$ cat config.mk
export PLATFORM = sky130hd
export DESIGN_NAME = annealing_acceptance_controller_top_flat
export DESIGN_NICKNAME = d
export VERILOG_FILES = /design/src/aac_pkg.sv /design/src/aac_req_if.sv /design/src/aac_rsp_if.sv /design/src/aac_csr.sv /design/src/aac_div.sv /design/src/annealing_acceptance_controller_top.sv /design/src/flat_wrapper.sv
export SDC_FILE = /design/constraint.sdc
export NUM_CORES = 2
export LEC_CHECK = 0
export BUFFER_PORTS_ARGS = -buffer_cell sky130_fd_sc_hd__buf_4
export CAP_MARGIN = 20
export CORE_MARGIN = 1
export CORE_UTILIZATION = 65
export CTS_CLUSTER_SIZE = 8
export DETAILED_ROUTE_END_ITERATION = 8
export GPL_TIMING_DRIVEN = 0
export PLACE_DENSITY = 0.91
export SLEW_MARGIN = 30
export SYNTH_ARGS = -nofsm -noshare
export SYNTH_HDL_FRONTEND = slang
export SYNTH_SLANG_ARGS = --single-unit
$ cat constraint.sdc
create_clock -name clock -period 17.52 [get_ports clock]
set_input_delay 2.628 -clock clock [delete_from_list [all_inputs] [get_ports clock]]
set_output_delay 2.628 -clock clock [all_outputs]
set_load 0.05 [all_outputs]
$ cat src/aac_pkg.sv
// Shared types and constants of the annealing acceptance controller.
// No dependencies; every other file of the block imports this package.
`default_nettype none

package aac_pkg;

   localparam int CSR_ADDR_W = 4;
   localparam int COST_W     = 32;
   localparam int TEMP_W     = 32;
   localparam int CF_W       = 16;
   localparam int RAND_W     = 16;
   localparam int PROB_W     = 16;
   localparam int FRAC_W     = 16;
   localparam int SAT_SHIFT  = 4;
   localparam int QUO_W      = FRAC_W + SAT_SHIFT;

   localparam logic [TEMP_W-1:0] MAX_TEMP_RST = 32'd6553600;
   localparam logic [TEMP_W-1:0] MIN_TEMP_RST = 32'd66;
   localparam logic [CF_W-1:0]   COOLING_RST  = 16'd64881;

   typedef enum logic [1:0] {
      CSR_MAX_TEMP,
      CSR_MIN_TEMP,
      CSR_COOLING
   } csr_idx_type;

   typedef struct packed {
      logic [TEMP_W-1:0] max_temp;
      logic [TEMP_W-1:0] min_temp;
      logic [CF_W-1:0]   cooling_factor;
   } cfg_type;

   typedef struct packed {
      logic              start;
      logic [COST_W-1:0] dividend;
      logic [TEMP_W-1:0] divisor;
   } div_req_type;

   typedef struct packed {
      logic             done;
      logic [QUO_W-1:0] quotient;
   } div_rsp_type;

endpackage

`default_nettype wire

$ cat src/aac_req_if.sv
// Input item channel of the annealing controller: valid/ready plus payload.
// Depends on aac_pkg for field widths.
`default_nettype none

interface aac_req_if;
   import aac_pkg::*;

   logic              valid;
   logic              ready;
   logic              func;
   logic signed [COST_W-1:0] cost;
   logic [RAND_W-1:0] rand_uniform;

   modport source (output valid, func, cost, rand_uniform, input ready);
   modport sink   (input valid, func, cost, rand_uniform, output ready);
endinterface

`default_nettype wire

$ cat src/aac_rsp_if.sv
// Result item channel of the annealing controller: valid/ready plus payload.
// Depends on aac_pkg for field widths.
`default_nettype none

interface aac_rsp_if;
   import aac_pkg::*;

   logic                     valid;
   logic                     ready;
   logic                     accepted;
   logic                     new_best;
   logic signed [COST_W-1:0] best_cost;
   logic signed [COST_W-1:0] current_cost_out;
   logic [TEMP_W-1:0]        temperature_out;
   logic                     done_res;

   modport source (output valid, accepted, new_best, best_cost, current_cost_out,
                   temperature_out, done_res, input ready);
   modport sink   (input valid, accepted, new_best, best_cost, current_cost_out,
                   temperature_out, done_res, output ready);
endinterface

`default_nettype wire

$ cat src/aac_csr.sv
// APB-style register file: max_temp, min_temp, cooling_factor.
// Depends on aac_pkg.
`default_nettype none

module aac_csr (
   input  wire logic                            clock,
   input  wire logic                            reset,
   input  wire logic                            psel,
   input  wire logic                            penable,
   input  wire logic                            pwrite,
   input  wire logic [aac_pkg::CSR_ADDR_W-1:0]  paddr,
   input  wire logic [31:0]                     pwdata,
   output logic      [31:0]                     prdata,
   output logic                                 pready,
   output aac_pkg::cfg_type                     cfg
);
   import aac_pkg::*;

   cfg_type     cfg_ff;
   cfg_type     cfg_in;
   csr_idx_type idx;
   logic        wr_en;

   assign idx    = csr_idx_type'(paddr[CSR_ADDR_W-1:2]);
   assign wr_en  = psel & penable & pwrite;
   assign pready = 1'b1;
   assign cfg    = cfg_ff;

   always_comb begin
      cfg_in = cfg_ff;
      if (wr_en) begin
         unique case (idx)
            CSR_MAX_TEMP: cfg_in.max_temp       = pwdata;
            CSR_MIN_TEMP: cfg_in.min_temp       = pwdata;
            CSR_COOLING:  cfg_in.cooling_factor = pwdata[CF_W-1:0];
            default:      cfg_in = cfg_ff;
         endcase
      end
   end

   always_comb begin
      unique case (idx)
         CSR_MAX_TEMP: prdata = cfg_ff.max_temp;
         CSR_MIN_TEMP: prdata = cfg_ff.min_temp;
         CSR_COOLING:  prdata = {{(32-CF_W){1'b0}}, cfg_ff.cooling_factor};
         default:      prdata = '0;
      endcase
   end

   always_ff @(posedge clock) begin
      if (reset) begin
         cfg_ff.max_temp       <= MAX_TEMP_RST;
         cfg_ff.min_temp       <= MIN_TEMP_RST;
         cfg_ff.cooling_factor <= COOLING_RST;
      end else begin
         cfg_ff <= cfg_in;
      end
   end

endmodule

`default_nettype wire

$ cat src/aac_div.sv
// Restoring divider, one quotient bit per cycle: (dividend << 16) / divisor,
// valid only when the quotient is below 2^20. Depends on aac_pkg.
`default_nettype none

module aac_div (
   input  wire logic                 clock,
   input  wire logic                 reset,
   input  wire aac_pkg::div_req_type req,
   output aac_pkg::div_rsp_type      rsp
);
   import aac_pkg::*;

   localparam int CNT_W = $clog2(QUO_W + 1);

   logic [TEMP_W-1:0] rem_ff, rem_in;
   logic [TEMP_W-1:0] dvs_ff, dvs_in;
   logic [QUO_W-1:0]  shin_ff, shin_in;
   logic [QUO_W-1:0]  quo_ff, quo_in;
   logic [CNT_W-1:0]  cnt_ff, cnt_in;
   logic              busy_ff, busy_in;
   logic              done_ff, done_in;
   logic [TEMP_W:0]   shifted;
   logic [TEMP_W+1:0] diff;
   logic              fits;

   assign shifted = {rem_ff, shin_ff[QUO_W-1]};
   assign diff    = {1'b0, shifted} - {2'b00, dvs_ff};
   assign fits    = ~diff[TEMP_W+1];

   always_comb begin
      rem_in  = rem_ff;
      dvs_in  = dvs_ff;
      shin_in = shin_ff;
      quo_in  = quo_ff;
      cnt_in  = cnt_ff;
      busy_in = busy_ff;
      done_in = 1'b0;
      if (req.start) begin
         rem_in  = {{SAT_SHIFT{1'b0}}, req.dividend[COST_W-1:SAT_SHIFT]};
         shin_in = {req.dividend[SAT_SHIFT-1:0], {FRAC_W{1'b0}}};
         dvs_in  = req.divisor;
         quo_in  = '0;
         cnt_in  = CNT_W'(QUO_W);
         busy_in = 1'b1;
      end else if (busy_ff) begin
         rem_in  = fits ? diff[TEMP_W-1:0] : shifted[TEMP_W-1:0];
         quo_in  = {quo_ff[QUO_W-2:0], fits};
         shin_in = {shin_ff[QUO_W-2:0], 1'b0};
         cnt_in  = cnt_ff - 1'b1;
         if (cnt_ff == CNT_W'(1)) begin
            busy_in = 1'b0;
            done_in = 1'b1;
         end
      end
   end

   always_ff @(posedge clock) begin
      if (reset) begin
         busy_ff <= 1'b0;
         done_ff <= 1'b0;
         cnt_ff  <= '0;
      end else begin
         busy_ff <= busy_in;
         done_ff <= done_in;
         cnt_ff  <= cnt_in;
      end
      rem_ff  <= rem_in;
      dvs_ff  <= dvs_in;
      shin_ff <= shin_in;
      quo_ff  <= quo_in;
   end

   assign rsp.done     = done_ff;
   assign rsp.quotient = quo_ff;

   a_done_after_busy: assert property (@(posedge clock) disable iff (reset)
      done_ff |-> $past(busy_ff) && !busy_ff)
      else $error("divider done without a running division");
   a_no_restart: assert property (@(posedge clock) disable iff (reset)
      busy_ff |-> !req.start)
      else $error("divider started while busy");
   a_rem_below_divisor: assert property (@(posedge clock) disable iff (reset)
      busy_ff && !$past(req.start) |-> rem_ff < dvs_ff)
      else $error("partial remainder out of range");

endmodule

`default_nettype wire

$ cat src/annealing_acceptance_controller_top.sv
// Simulated-annealing acceptance controller: Metropolis test, geometric cooling.
// Depends on aac_pkg, aac_req_if, aac_rsp_if, aac_csr and aac_div.
//
//   channel   dir  handshake        payload
//   req       in   valid/ready      func, cost, rand_uniform
//   rsp       out  valid/ready      accepted, new_best, best_cost,
//                                   current_cost_out, temperature_out, done_res
//   apb       in   psel/penable     max_temp, min_temp, cooling_factor
//
// A start item or an ignored candidate goes from check straight to finish.
// A candidate with a positive cost step below sixteen temperatures runs the
// 20-step divider, then index, lookup and decide; other candidates skip these.
// One item at a time; ready is high only in idle. A waiting result does not
// block the next accept, only the next result. Reset is synchronous.
`default_nettype none

module annealing_acceptance_controller_top #(
   parameter int EXP_TABLE_DEPTH = 256
) (
   input  wire logic                           clock,
   input  wire logic                           reset,
   aac_req_if.sink                             req,
   aac_rsp_if.source                           rsp,
   input  wire logic                           psel,
   input  wire logic                           penable,
   input  wire logic                           pwrite,
   input  wire logic [aac_pkg::CSR_ADDR_W-1:0] paddr,
   input  wire logic [31:0]                    pwdata,
   output logic      [31:0]                    prdata,
   output logic                                pready
);
   import aac_pkg::*;

   localparam int IDX_W  = $clog2(EXP_TABLE_DEPTH);
   localparam int PROD_W = QUO_W + IDX_W + 1;
   localparam logic [IDX_W:0] DEPTH_C = (IDX_W + 1)'(EXP_TABLE_DEPTH);

   // exp(-f), f in Q16.16 up to 1.0, result Q0.32; truncated Taylor terms
   function automatic logic [63:0] exp_neg_frac(input logic [63:0] f);
      logic [63:0] sum;
      logic [63:0] term;
      sum  = 64'd1 << 32;
      term = 64'd1 << 32;
      term = (term * f) / 64'd65536;  sum = sum - term;
      term = (term * f) / 64'd131072; sum = sum + term;
      term = (term * f) / 64'd196608; sum = sum - term;
      term = (term * f) / 64'd262144; sum = sum + term;
      term = (term * f) / 64'd327680; sum = sum - term;
      term = (term * f) / 64'd393216; sum = sum + term;
      term = (term * f) / 64'd458752; sum = sum - term;
      term = (term * f) / 64'd524288; sum = sum + term;
      term = (term * f) / 64'd589824; sum = sum - term;
      term = (term * f) / 64'd655360; sum = sum + term;
      term = (term * f) / 64'd720896; sum = sum - term;
      term = (term * f) / 64'd786432; sum = sum + term;
      term = (term * f) / 64'd851968; sum = sum - term;
      term = (term * f) / 64'd917504; sum = sum + term;
      return sum;
   endfunction

   function automatic logic [PROB_W-1:0] exp_entry(input int unsigned i);
      logic [63:0] e1;
      logic [63:0] y;
      logic [63:0] n;
      logic [63:0] r;
      logic [63:0] v;
      e1 = exp_neg_frac(64'd65536);
      y  = (64'(i) << 20) / EXP_TABLE_DEPTH;
      n  = y >> 16;
      r  = exp_neg_frac(y & 64'hFFFF);
      for (int j = 0; j < 16; j++) begin
         if (64'(j) < n) r = (r * e1) >> 32;
      end
      v = (r + 64'd32768) >> 16;
      if (v > 64'd65535) v = 64'd65535;
      return v[PROB_W-1:0];
   endfunction

   logic [PROB_W-1:0] exp_tab [EXP_TABLE_DEPTH];

   for (genvar g = 0; g < EXP_TABLE_DEPTH; g++) begin : g_tab
      assign exp_tab[g] = exp_entry(g);
   end

   typedef enum logic [3:0] {
      ST_IDLE, ST_CHECK, ST_SAT, ST_DIV, ST_INDEX, ST_LOOKUP, ST_DECIDE, ST_COOL, ST_FINISH
   } state_type;

   cfg_type     cfg;
   div_req_type div_req;
   div_rsp_type div_rsp;

   aac_csr u_csr (
      .clock  (clock),
      .reset  (reset),
      .psel   (psel),
      .penable(penable),
      .pwrite (pwrite),
      .paddr  (paddr),
      .pwdata (pwdata),
      .prdata (prdata),
      .pready (pready),
      .cfg    (cfg)
   );

   aac_div u_div (
      .clock(clock),
      .reset(reset),
      .req  (div_req),
      .rsp  (div_rsp)
   );

   state_type                state_ff, state_in;
   logic                     func_ff, func_in;
   logic signed [COST_W-1:0] cost_ff, cost_in;
   logic [RAND_W-1:0]        rand_ff, rand_in;
   logic signed [COST_W:0]   delta_ff, delta_in;
   logic [QUO_W-1:0]         x_ff, x_in;
   logic [IDX_W-1:0]         idx_ff, idx_in;
   logic [PROB_W-1:0]        entry_ff, entry_in;
   logic                     acc_ff, acc_in;
   logic                     nb_ff, nb_in;
   logic                     eval_ff, eval_in;
   logic signed [COST_W-1:0] cur_ff, cur_in;
   logic signed [COST_W-1:0] best_ff, best_in;
   logic [TEMP_W-1:0]        temp_ff, temp_in;
   logic                     running_ff, running_in;
   logic                     ovalid_ff, ovalid_in;
   logic                     oacc_ff, oacc_in;
   logic                     onb_ff, onb_in;
   logic signed [COST_W-1:0] obest_ff, obest_in;
   logic signed [COST_W-1:0] ocur_ff, ocur_in;
   logic [TEMP_W-1:0]        otemp_ff, otemp_in;
   logic                     odone_ff, odone_in;

   logic                     hot;
   logic                     pos_delta;
   logic                     sat;
   logic [PROD_W-1:0]        idx_prod;
   logic [TEMP_W+CF_W-1:0]   cool_prod;
   logic signed [COST_W-1:0] cur_next;
   logic                     out_free;

   assign hot       = temp_ff > cfg.min_temp;
   assign pos_delta = !delta_ff[COST_W] && (delta_ff != '0);
   assign sat       = {{SAT_SHIFT{1'b0}}, delta_ff[COST_W-1:0]} >= {temp_ff, {SAT_SHIFT{1'b0}}};
   assign idx_prod  = PROD_W'(x_ff) * PROD_W'(DEPTH_C);
   assign cool_prod = (TEMP_W+CF_W)'(temp_ff) * (TEMP_W+CF_W)'(cfg.cooling_factor);
   assign cur_next  = acc_ff ? cost_ff : cur_ff;
   assign out_free  = !ovalid_ff || rsp.ready;

   assign req.ready        = (state_ff == ST_IDLE);
   assign div_req.start    = (state_ff == ST_SAT) && pos_delta && !sat;
   assign div_req.dividend = delta_ff[COST_W-1:0];
   assign div_req.divisor  = temp_ff;

   always_comb begin
      state_in   = state_ff;
      func_in    = func_ff;
      cost_in    = cost_ff;
      rand_in    = rand_ff;
      delta_in   = delta_ff;
      x_in       = x_ff;
      idx_in     = idx_ff;
      entry_in   = entry_ff;
      acc_in     = acc_ff;
      nb_in      = nb_ff;
      eval_in    = eval_ff;
      cur_in     = cur_ff;
      best_in    = best_ff;
      temp_in    = temp_ff;
      running_in = running_ff;
      ovalid_in  = ovalid_ff && !rsp.ready;
      oacc_in    = oacc_ff;
      onb_in     = onb_ff;
      obest_in   = obest_ff;
      ocur_in    = ocur_ff;
      otemp_in   = otemp_ff;
      odone_in   = odone_ff;
      unique case (state_ff)
         ST_IDLE: begin
            if (req.valid) begin
               func_in  = req.func;
               cost_in  = req.cost;
               rand_in  = req.rand_uniform;
               state_in = ST_CHECK;
            end
         end
         ST_CHECK: begin
            acc_in   = 1'b0;
            nb_in    = 1'b0;
            eval_in  = 1'b1;
            delta_in = (COST_W+1)'(cost_ff) - (COST_W+1)'(cur_ff);
            if (!func_ff) begin
               cur_in   = cost_ff;
               best_in  = cost_ff;
               temp_in  = cfg.max_temp;
               acc_in   = 1'b1;
               nb_in    = 1'b1;
               state_in = ST_FINISH;
            end else if (!(running_ff && hot)) begin
               eval_in  = 1'b0;
               state_in = ST_FINISH;
            end else begin
               state_in = ST_SAT;
            end
         end
         ST_SAT: begin
            if (!pos_delta) begin
               acc_in   = 1'b1;
               state_in = ST_COOL;
            end else if (sat) begin
               state_in = ST_COOL;
            end else begin
               state_in = ST_DIV;
            end
         end
         ST_DIV: begin
            if (div_rsp.done) begin
               x_in     = div_rsp.quotient;
               state_in = ST_INDEX;
            end
         end
         ST_INDEX: begin
            idx_in   = idx_prod[QUO_W +: IDX_W];
            state_in = ST_LOOKUP;
         end
         ST_LOOKUP: begin
            entry_in = exp_tab[idx_ff];
            state_in = ST_DECIDE;
         end
         ST_DECIDE: begin
            acc_in   = rand_ff < entry_ff;
            state_in = ST_COOL;
         end
         ST_COOL: begin
            cur_in = cur_next;
            if (cur_next < best_ff) begin
               best_in = cur_next;
               nb_in   = 1'b1;
            end
            temp_in  = cool_prod[FRAC_W +: TEMP_W];
            state_in = ST_FINISH;
         end
         ST_FINISH: begin
            if (out_free) begin
               running_in = eval_ff && hot;
               ovalid_in  = 1'b1;
               oacc_in    = acc_ff;
               onb_in     = nb_ff;
               obest_in   = best_ff;
               ocur_in    = cur_ff;
               otemp_in   = temp_ff;
               odone_in   = !(eval_ff && hot);
               state_in   = ST_IDLE;
            end
         end
         default: state_in = ST_IDLE;
      endcase
   end

   always_ff @(posedge clock) begin
      if (reset) begin
         state_ff   <= ST_IDLE;
         cur_ff     <= '0;
         best_ff    <= '0;
         temp_ff    <= '0;
         running_ff <= 1'b0;
         ovalid_ff  <= 1'b0;
      end else begin
         state_ff   <= state_in;
         cur_ff     <= cur_in;
         best_ff    <= best_in;
         temp_ff    <= temp_in;
         running_ff <= running_in;
         ovalid_ff  <= ovalid_in;
      end
      func_ff  <= func_in;
      cost_ff  <= cost_in;
      rand_ff  <= rand_in;
      delta_ff <= delta_in;
      x_ff     <= x_in;
      idx_ff   <= idx_in;
      entry_ff <= entry_in;
      acc_ff   <= acc_in;
      nb_ff    <= nb_in;
      eval_ff  <= eval_in;
      oacc_ff  <= oacc_in;
      onb_ff   <= onb_in;
      obest_ff <= obest_in;
      ocur_ff  <= ocur_in;
      otemp_ff <= otemp_in;
      odone_ff <= odone_in;
   end

   assign rsp.valid            = ovalid_ff;
   assign rsp.accepted         = oacc_ff;
   assign rsp.new_best         = onb_ff;
   assign rsp.best_cost        = obest_ff;
   assign rsp.current_cost_out = ocur_ff;
   assign rsp.temperature_out  = otemp_ff;
   assign rsp.done_res         = odone_ff;

   a_best_le_cur: assert property (@(posedge clock) disable iff (reset)
      state_ff == ST_IDLE |-> best_ff <= cur_ff)
      else $error("best cost above current cost");
   a_cool_no_rise: assert property (@(posedge clock) disable iff (reset)
      state_ff == ST_COOL |=> temp_ff <= $past(temp_ff))
      else $error("temperature rose on cooling");
   a_div_done_in_div: assert property (@(posedge clock) disable iff (reset)
      div_rsp.done |-> state_ff == ST_DIV)
      else $error("divider finished outside the divide step");
   a_rsp_from_finish: assert property (@(posedge clock) disable iff (reset)
      $rose(ovalid_ff) |-> $past(state_ff == ST_FINISH))
      else $error("result loaded outside the finish step");

endmodule

`default_nettype wire

$ cat src/flat_wrapper.sv
// flat-port wrapper written by rule: the top's interface ports become plain ports
module annealing_acceptance_controller_top_flat import aac_pkg::*;
#(
   parameter int EXP_TABLE_DEPTH = 256
)
  (clock, reset, psel, penable, pwrite, paddr, pwdata, prdata, pready, req_valid, req_func, req_cost, req_rand_uniform, req_ready, rsp_valid, rsp_accepted, rsp_new_best, rsp_best_cost, rsp_current_cost_out, rsp_temperature_out, rsp_done_res, rsp_ready);
  aac_req_if req_i ();
  aac_rsp_if rsp_i ();
  input  wire logic clock;
  input  wire logic reset;
  input  wire logic psel;
  input  wire logic penable;
  input  wire logic pwrite;
  input  wire logic [aac_pkg::CSR_ADDR_W-1:0] paddr;
  input  wire logic [31:0] pwdata;
  output logic      [31:0] prdata;
  output logic pready;
  input wire logic [$bits(req_i.valid)-1:0] req_valid;
  input wire logic [$bits(req_i.func)-1:0] req_func;
  input wire logic [$bits(req_i.cost)-1:0] req_cost;
  input wire logic [$bits(req_i.rand_uniform)-1:0] req_rand_uniform;
  output wire logic [$bits(req_i.ready)-1:0] req_ready;
  output wire logic [$bits(rsp_i.valid)-1:0] rsp_valid;
  output wire logic [$bits(rsp_i.accepted)-1:0] rsp_accepted;
  output wire logic [$bits(rsp_i.new_best)-1:0] rsp_new_best;
  output wire logic [$bits(rsp_i.best_cost)-1:0] rsp_best_cost;
  output wire logic [$bits(rsp_i.current_cost_out)-1:0] rsp_current_cost_out;
  output wire logic [$bits(rsp_i.temperature_out)-1:0] rsp_temperature_out;
  output wire logic [$bits(rsp_i.done_res)-1:0] rsp_done_res;
  input wire logic [$bits(rsp_i.ready)-1:0] rsp_ready;
  assign req_i.valid = req_valid;
  assign req_i.func = req_func;
  assign req_i.cost = req_cost;
  assign req_i.rand_uniform = req_rand_uniform;
  assign req_ready = req_i.ready;
  assign rsp_valid = rsp_i.valid;
  assign rsp_accepted = rsp_i.accepted;
  assign rsp_new_best = rsp_i.new_best;
  assign rsp_best_cost = rsp_i.best_cost;
  assign rsp_current_cost_out = rsp_i.current_cost_out;
  assign rsp_temperature_out = rsp_i.temperature_out;
  assign rsp_done_res = rsp_i.done_res;
  assign rsp_i.ready = rsp_ready;
  annealing_acceptance_controller_top #(.EXP_TABLE_DEPTH(EXP_TABLE_DEPTH)) u_core (.clock(clock), .reset(reset), .req(req_i), .rsp(rsp_i), .psel(psel), .penable(penable), .pwrite(pwrite), .paddr(paddr), .pwdata(pwdata), .prdata(prdata), .pready(pready));
endmodule
==> impl_results.md <==
- Status: finished, final reports clean
- Final wirelength: 143 mm
- Via density per instance: 6.48
- Flop pwr share: 39.8%
- Asr flop ratio synth: 0%
- Core Region: 63500 um2
- Critical Path Stages: 21
- Vias in the first global route: 38410
- Critical path's slowest cell: dfxtp_1
- Port bufs: 221
- Setup bufs post-CTS: 0
- Drt initial violations: 5615
- Data required, critical path: 18.02 ns
- Combinational Power Share: 18.6%
- Setup CP Type: flop to flop
- Hold EP: u_core.idx_ff[1]
- Most frequent cells in the layout: nand2_1 (808), inv_1 (661), fa_1 (419)
- Global-route wire length before repair: 218 mm
- Cts hold-fix bufs: 0
- CP delay by family, top: adder cells
- Clk sink count: 493
- Worst min path class: flop to flop
- Dpl ws: 9.77 ns
- Crit Path Max Fanout: 10
- Placed Instance Area: 45100 um2
- RSZ-0062 raised after global routing: no
- Clk root buf: clkbuf_16
- Mean post-synth cell area: 9.06 um2
- Distinct cells, synth: 85
- Post-layout util: 74.5%
- Yosys warning count: 0
- Leak: 20.2 nW
- Cell area after layout: 47300 um2
- Largest net degree at the start of global routing: 47
- Net Sw Frac: 30.3%
- Flops & latches, synth: 493
- Routed vias: 38006
- Placed wire-length estimate: 105 mm
- Most used flip-flop cell after synthesis: edfxtp_1
- Final setup TNS: 0 ns
- Row cnt: 92
- Most common cell after layout, fill and taps aside: nand2_1
- Sum of buffers and inverters on the critical path: 3
- Worst-path clk slew: 0.06 ns
- Period minus WS final: 8.17 ns
- Antenna-violating nets left: 0
- Setup crit start kind: flop
- Final Cycle Share: 46.6%
- Synthesized cell area: 42100 um2
- Measured slew at the worst slew-check pin: 1.08 ns
- Average wire per standard cell: 24.4 um
- Die X: 257 um
- Worst-path cell chain: clkbuf_1 -> and2_1 -> fa_1 -> fa_1 -> fa_1 -> fa_1 -> fa_1 -> inv_1 -> fa_1 -> inv_1 -> ha_1 -> a21o_1 -> a21o_1 -> a221o_1 -> nand3b_1 -> o21ai_2 -> o221ai_2 -> a21oi_1 -> o21ai_0 -> xnor2_1 -> o21ai_0
- CTS tree: done
- P_sw: 0.000995 W
- DRT Pass-1 Iters: 8
- Clock power share: 41.7%
- Max Clock Skew: 0.0347 ns
- Post-CTS resize count: 0
- Starting density of the core: 66.3%
- Final WS setup: 9.35 ns
- Hold-critical path depth: 0
- Hold Path Origin: u_core.x_ff[13]
- Number of flops mapped to enable cells by yosys: 280
- Setup-failing EPs final: 0
- Die area: 65900 um2
- Final nets: 5775
- R2R Setup Slk: 9.35 ns
- Fmax: 0.122 GHz
- Reg-to-Reg Start: u_core.u_csr.cfg[15]
- Area delta synth->final: 12.3%
- Number of buffers created by CTS: 73
- Peak VDD IR: 0.0802 mV
- Post-Syn Nets: 5470
- Slew headroom: 27.1%
- Clk buf depth: 3
- Internal power: 0.00229 W
- Ports: 226
- Post-Synthesis Cells: 4651
- Worst Reg-to-Reg Cells: 21
- Setup crit end kind: flop
- H-tree lvl count: 3
- PD cells: 69.4 nW/um2
- Die height: 257 um
- Sequential fraction of the synthesis area: 30.1%
- CP dominant cell by count: fa_1
- Final Hold Fails: 0
- Max cap viols: 0
- Worst r2r dst: u_core.temp_ff[27]
- Total GRT Usage: 43.5%
- Fin. max-slew vios: 0
- Gr ovfl total: 0
- Crit path arrival time: 8.67 ns
- RePlAce Congestion: 1.02
- Layout cells sized above 1: 7.92%
- Crit path largest cell delay: 0.85 ns
- Worst-skew pair later-pin latency: 0.65 ns
- Remaining DRCs: 0
- Initial antenna violation count: 6
power groups by stage:
stage,sequential (W),combinational [W],clock (W)
after floorplan,0.00133,0.000386,0
after global placement,0.00133,0.000554,0
after detailed placement,0.00132,0.000578,0
after CTS,0.00130,0.000589,0.00136
after global routing,0.00131,0.000661,0.00141
final,0.00131,0.000611,0.00137
per-layer routing:
layer / GRT usage, % / vias up / wire length, um
met5: 0 / - / 115
met4: 27.3 / 8 / 10900
met3: 16.0 / 887 / 22100
met2: 65.1 / 3114 / 61300
li1: - / 15946 / -
met1: 53.4 / 18051 / 48700
worst max-delay path by stage:
stage	start	endpoint	slack, ns
after floorplan	rsp_ready	u_core.running_ff	9.76
after global placement	rsp_ready	u_core.running_ff	7.33
after detailed placement	u_core.temp_ff[2]	u_core.temp_ff[31]	9.77
after CTS	u_core.temp_ff[2]	u_core.temp_ff[24]	9.73
after global routing	u_core.temp_ff[14]	u_core.temp_ff[30]	9.28
final	u_core.u_csr.cfg[15]	u_core.temp_ff[27]	9.35
sequential cells by signal, summed over array words and instances, names as in the netlist, 4 cells and up:
signal,flops
u_core.u_csr.cfg,80
u_core.delta_ff,33
u_core.best_ff,32
u_core.cost_ff,32
u_core.cur_ff,32
u_core.rsp.best_cost,32
u_core.rsp.current_cost_out,32
u_core.rsp.temperature_out,32
u_core.temp_ff,32
u_core.u_div.dvs_ff,32
u_core.u_div.rem_ff,32
u_core.u_div.quo_ff,20
u_core.entry_ff,16
u_core.rand_ff,16
u_core.idx_ff,8
u_core.x_ff,8
u_core.u_div.cnt_ff,5
u_core.state_ff,4
u_core.u_div.shin_ff,4
cells in the mapped netlist, drive strengths merged (6+ instances only):
cell type | number | area, um2
xor2 | 25 | 219
nor2b | 20 | 125
a31o | 9 | 78.8
a21o | 78 | 586
o21bai | 13 | 97.6
o31ai | 13 | 111
a211oi | 43 | 328
ha | 308 | 3850
a211o | 7 | 61.3
or2 | 8 | 50.1
a221oi | 9 | 78.8
buf | 42 | 200
nand2 | 809 | 3040
o211ai | 26 | 205
edfxtp | 280 | 8410
xnor2 | 60 | 526
or3 | 11 | 68.8
nand2b | 26 | 163
a22oi | 31 | 233
fa | 419 | 8390
nand3 | 34 | 170
nor3 | 41 | 205
nor4 | 17 | 106
a311oi | 16 | 146
clkbuf | 211 | 795
a21oi | 339 | 1730
o21a | 24 | 180
o311ai | 6 | 52.6
nor2 | 200 | 753
o21ai | 181 | 925
mux2i | 62 | 621
and2 | 215 | 1350
a2111oi | 11 | 96.3
nand4 | 37 | 231
and3 | 16 | 100
inv | 662 | 2480
dfxtp | 213 | 4260
o22ai | 7 | 43.8
nand3b | 20 | 150
a31oi | 32 | 206
area by class of cell:
type	count	area, um2
multi-input combinational	3241	26000
fill	4315	16200
sequential	493	12700
inverter	664	2490
clock buffer	119	2020
timing repair buffer	230	1870
tap	846	1060
buffer	253	998
clock inverter	10	193
antenna	5	12.5
logic make-up after synthesis:
group                    synth area share (%)
AO/OA/AOI/OAI                            13.3
XOR/XNOR                                 1.77
adder cells (fa/ha/maj)                  29.0
buffers and inverters                    8.27
flip-flops                               30.1
multiplexers                             1.74
other                                 0.00890
AND/OR/NAND/NOR                          15.8
metrics by stage:
stage	hold slack (ns)	std cells	power, W
4_1_cts	0.414	5856	0.00325
3_3_place_gp	0.402	5718	0.00188
3_5_place_dp	0.405	5727	0.00190
5_1_grt	0.421	5857	0.00338
2_1_floorplan	0.400	4651	0.00171
6_report	0.414	5861	0.00329
Note: power is estimated with default switching activity, not from simulation.
